<file path="src/sv/assert_macros.svh">
// assertion macros
`ifndef ASSERT_MACROS_SVH
`define ASSERT_MACROS_SVH
`ifndef NO_ASSERTIONS
`define ASSERT_CLK(label, clk, rst, prop, msg) \
   label: assert property (@(posedge clk) disable iff (rst) prop) else $error(msg);
`define ASSERT_CLK_NR(label, clk, prop, msg) \
   label: assert property (@(posedge clk) prop) else $error(msg);
`else
`define ASSERT_CLK(label, clk, rst, prop, msg)
`define ASSERT_CLK_NR(label, clk, prop, msg)
`endif
`endif

</file>
<file path="src/sv/kirm_ram.sv">
module kirm_ram #(
   parameter int DEPTH = 64,
   parameter int WIDTH = 8
) (
   input  logic                     clock,
   input  logic                     wr_en,
   input  logic [$clog2(DEPTH)-1:0] wr_addr,
   input  logic [WIDTH-1:0]         wr_data,
   input  logic [$clog2(DEPTH)-1:0] rd_addr,
   output logic [WIDTH-1:0]         rd_data
);
   logic [WIDTH-1:0] mem [DEPTH];
   always_ff @(posedge clock) begin
      if (wr_en) mem[wr_addr] <= wr_data;
      rd_data <= mem[rd_addr];
   end
endmodule

</file>
<file path="config.mk">
export PLATFORM = sky130hd
export DESIGN_NAME = kirm_ram
export DESIGN_NICKNAME = d
export VERILOG_FILES = /design/src/sv/assert_macros.svh /design/src/sv/kirm_ram.sv
export SDC_FILE = /design/constraint.sdc
export NUM_CORES = 1
export LEC_CHECK = 0
export ABC_AREA = 1
export BUFFER_PORTS_ARGS = -buffer_cell sky130_fd_sc_hd__buf_2
export CAP_MARGIN = 20
export CORE_ASPECT_RATIO = 1.4
export CORE_MARGIN = 4
export CORE_UTILIZATION = 63
export CTS_CLUSTER_DIAMETER = 80
export DETAILED_ROUTE_END_ITERATION = 8
export MAX_ROUTING_LAYER = met4
export PLACE_DENSITY = 0.78
export SLEW_MARGIN = 20
export SYNTH_ARGS = -nofsm -noshare
export SYNTH_HDL_FRONTEND = slang
export SYNTH_SLANG_ARGS = --single-unit
</file>
<file path="constraint.sdc">
create_clock -name clock -period 2.43 [get_ports clock]
set_input_delay 0.486 -clock clock [delete_from_list [all_inputs] [get_ports clock]]
set_output_delay 0.486 -clock clock [all_outputs]
set_load 0.005 [all_outputs]
</file>
# Word-level counts from Yosys, hierarchy flattened
# Memory sizes are Yosys's and may differ from the RTL's. A register that Yosys moved wholly into a read port is not among the register bits.
# Cells that the tools add are included.
# op_classes
muxes	2
# ops
operator	n
2-to-1 mux 1 bit	2
# word_totals
out_inout_bits	8
n_memories	1
ff_bits	0
inputBits	22
word_cells	3
mem_bits_rw	512
# mem_list
memory	words	width	rd	rd_ports_with_merged_regs	wr	line	text
mem	64	8	1	1	1	kirm_ram.sv:12	logic [WIDTH-1:0] mem [DEPTH];

# Depth between registers and ports, before layout
# logic_depth
depth_word	2
depth_mapped	12

# Worst setup path before layout
# No wires, ideal clock.
# synth_timing
kind	input to register
startpoint	in wr_en
endpoint	mem mem[48][0] (enable)
t_arrival_ps	1857
slack_ps	178
cell_stages	3
setup_ps	395
required_time_ps	2035
n_path_buf	1
path_cell_list	clkbuf_1 nand4_1 nor4_1
# synth_between
elab_chain_cells	2
# synth_lines
item	line	text
start: declaration	kirm_ram.sv:6	input logic wr_en,
2-to-1 mux 1 bit	kirm_ram.sv:14	if (wr_en) mem[wr_addr] <= wr_data;
2-to-1 mux 1 bit (not written as such)	kirm_ram.sv:14	
end: declaration	kirm_ram.sv:12	
# No other way between the ends.

==> results.toml <==
[run_status]
status = "complete, no violations"

[cts]
clock-sinks = 520
hold_buffers = 0
post_cts_buffers = 0
h-tree-depth = 2
cts_made_buffers = 46
cts_max_path_buffers = 3
clkLatencyLatePin_ns = 0.57
cts_root_buffer = "clkbuf_16"
cts_tree = "done"
post_cts_resized = 0
clk_pin_slew_ns = 0.07

[timing]
setup_ws_ns = 0.781
fin_crit_ns = 1.65
slew_viol_final = 0
clock_skew_ns = 0.0164
finalSetupTns_ns = 0
maxSlewHeadroom = 0.489
setup-violations-final = 0
rsz0062_at_grt = "no"
fmax_ghz = 0.607
final_hold_viol_count = 0
fin_crit_sh = 0.678
tightestPinTransition_ns = 0.766

[drt]
vias_per_cell = 6.08
drt_iter0_drc = 1817
vias = 14431
antenna_left = 0
first_pass_iters = 6
drc = 0
wl_per_cell_um = 22.0
wl_mm = 52.3

[setup_path]
critPathRequiredTime_ns = 2.93
endpoint_kind = "register"
critPathArrivalTime_ns = 2.15
r2r_start = "mem[59][4]"
reg2reg_slack_ns = 1.03
critPathMaxStageDelay_ns = 0.33
cp_slowest_cell = "buf_4"
worstRegToRegCells = 8
worstPathCellList = "buf_6 -> inv_6 -> buf_4 -> nand2_1 -> nand3_1 -> nand3_1 -> nand2_1 -> nand2_1 -> nand3_1 -> nand3_1 -> nand2_1"
worst-setup-path-type = "input pin to register"
critical_path.startpoint = "rd_addr[0]"
cp-start-kind = "input pin"
r2r_end = "rd_data[4]"
cp_max_fo = 26

[synthesis]
syn_area_mm2 = 0.0213
synthTopCellsByArea = "edfxtp_1, nand2_1, nand3_1"
synth_cells = 1805
yosysWarningCount = 0
ys_seq_area_frac = 0.728
synth_most_common_cell = "nand2_1"
synth.distinct_cells = 16
syn_avg_cell_area_um2 = 11.8
synthDominantCellAreaShare = 0.720
ys_ff_latch = 520
synth_top_cells_by_count = "nand2_1, edfxtp_1, nand3_1"
synthArstFlopShare = 0
synthFlopType = "edfxtp_1"
yosysTopAreaCell = "edfxtp_1"
synth_edf_count = 512
synth_nets = 1827

[cells_and_area]
syn2layout_area_growth_pct = 12.1
fin_cells = 2374
stdcell_area_mm2 = 0.0239
drive_gt1_frac = 0.111
fin_nets = 1910
fillers = 2149

[grt]
grt_pass1_vias = 14476
grt_use_total = 0.298
grt_pass1_wl_mm = 80.9
gr-total-overflow = 0
antenna_found_initial = 3
grt_start_max_net_pins = 97

[power]
leakage_nw = 8.81
p_per_area_mw_per_mm2 = 771
finalPower_mw = 18.5
ir_drop_v = 0.000788

[floorplan]
die_h_um = 226
boundaryPins = 30
rows = 79
core-area_mm2 = 0.0333
start_util = 0.641
die_area_mm2 = 0.0369
die_x_um = 164

[worst_hold_path]
min_to = "rd_data[1]"
hp-class = "input pin to register"
min-delay-start = "rd_addr[5]"
hold_depth = 3

[placement]
hpwl_mm = 32.3
place_inst = 2285
place.gp.congestion = 0.904
placed_area_mm2 = 0.0224
portBuffers = 29
dp_slack_ns = 0.228

[flow_run]
maxCapViolations = 0
[routing by layer]
| metal | track usage | vias to the layer above | wire, um |
|---|---|---|---|
| li1 | - | 6513 | - |
| met1 | 0.375 | 6877 | 18700 |
| met2 | 0.491 | 855 | 26200 |
| met3 | 0.0418 | 186 | 4720 |
| met4 | 0.128 | 0 | 2660 |
| met5 | - | - | 0 |
[cells by family (layout without fill, tap and decap cells)]
logic type | after synthesis | after routing | share of synthesized area
buffers and inverters | 125 | 244 | 0.0402
other | 0 | 5 | 0
flip-flops | 520 | 520 | 0.728
AND/OR/NAND/NOR | 1160 | 1160 | 0.232
[how the worst max path moves through the flow]
stage                             to  slack (ns)  cells past startpoint
after detailed placement  rd_data[4]        0.23                     11
after global routing      rd_data[4]        0.72                     11
after floorplan           mem[48][0]        0.18                      3
final                     rd_data[4]        0.78                     11
after global placement    rd_data[4]        0.28                     11
after CTS                 rd_data[4]        0.81                     11
[metrics by stage]
stage | utilization | hold slack (ns)
after detailed placement | 0.673 | 0.809
final | 0.718 | 0.327
after CTS | 0.718 | 0.304
after global routing | 0.718 | 0.318
after global placement | 0.673 | 0.773
after floorplan | - | 0.585
[critical path: cells and delay by family]
family,cells,cell delay [ns]
and+or+nand+nor,8,0.97
buffers and inverters,3,0.66
[state kept, by name, indices dropped and copies added (netlist names)]
name and cells:
mem 512, rd_data 8
[layout make-up]
cell class,instances,area [um2],area share
antenna,5,12.5,0.000523
clock buffer,58,1260,0.0526
clock inverter,26,246,0.0103
inverter,12,52.6,0.00220
multi-input combinational,1160,4950,0.207
sequential,520,15500,0.649
tap,445,557,0.0233
timing repair buffer,148,1320,0.0553
[where the power goes]
| part | switching, mW | internal [mW] | total, mW |
|---|---|---|---|
| clock network | 3.10 | 4.20 | 7.30 |
| registers | 0.0311 | 9.92 | 9.95 |
| logic | 0.864 | 0.338 | 1.20 |
[placed cells by master (no fill, tap or decap)]
cell type     n
inv_2         1
clkbuf_16    49
buf_6         1
inv_6         1
dfxtp_1       8
edfxtp_1    512
clkinvlp_4    3
buf_12       22
clkinv_1     13
bufinv_16     5
inv_4         1
inv_1         9
nand3_1     439
buf_2        27
buf_4        98
nand4_1       9
nand2_1     648
diode_2       5
clkinv_2      5
nor4_1        8
clkbuf_1      9
nor2_1       56
Note: power is estimated with default switching activity, not from simulation.
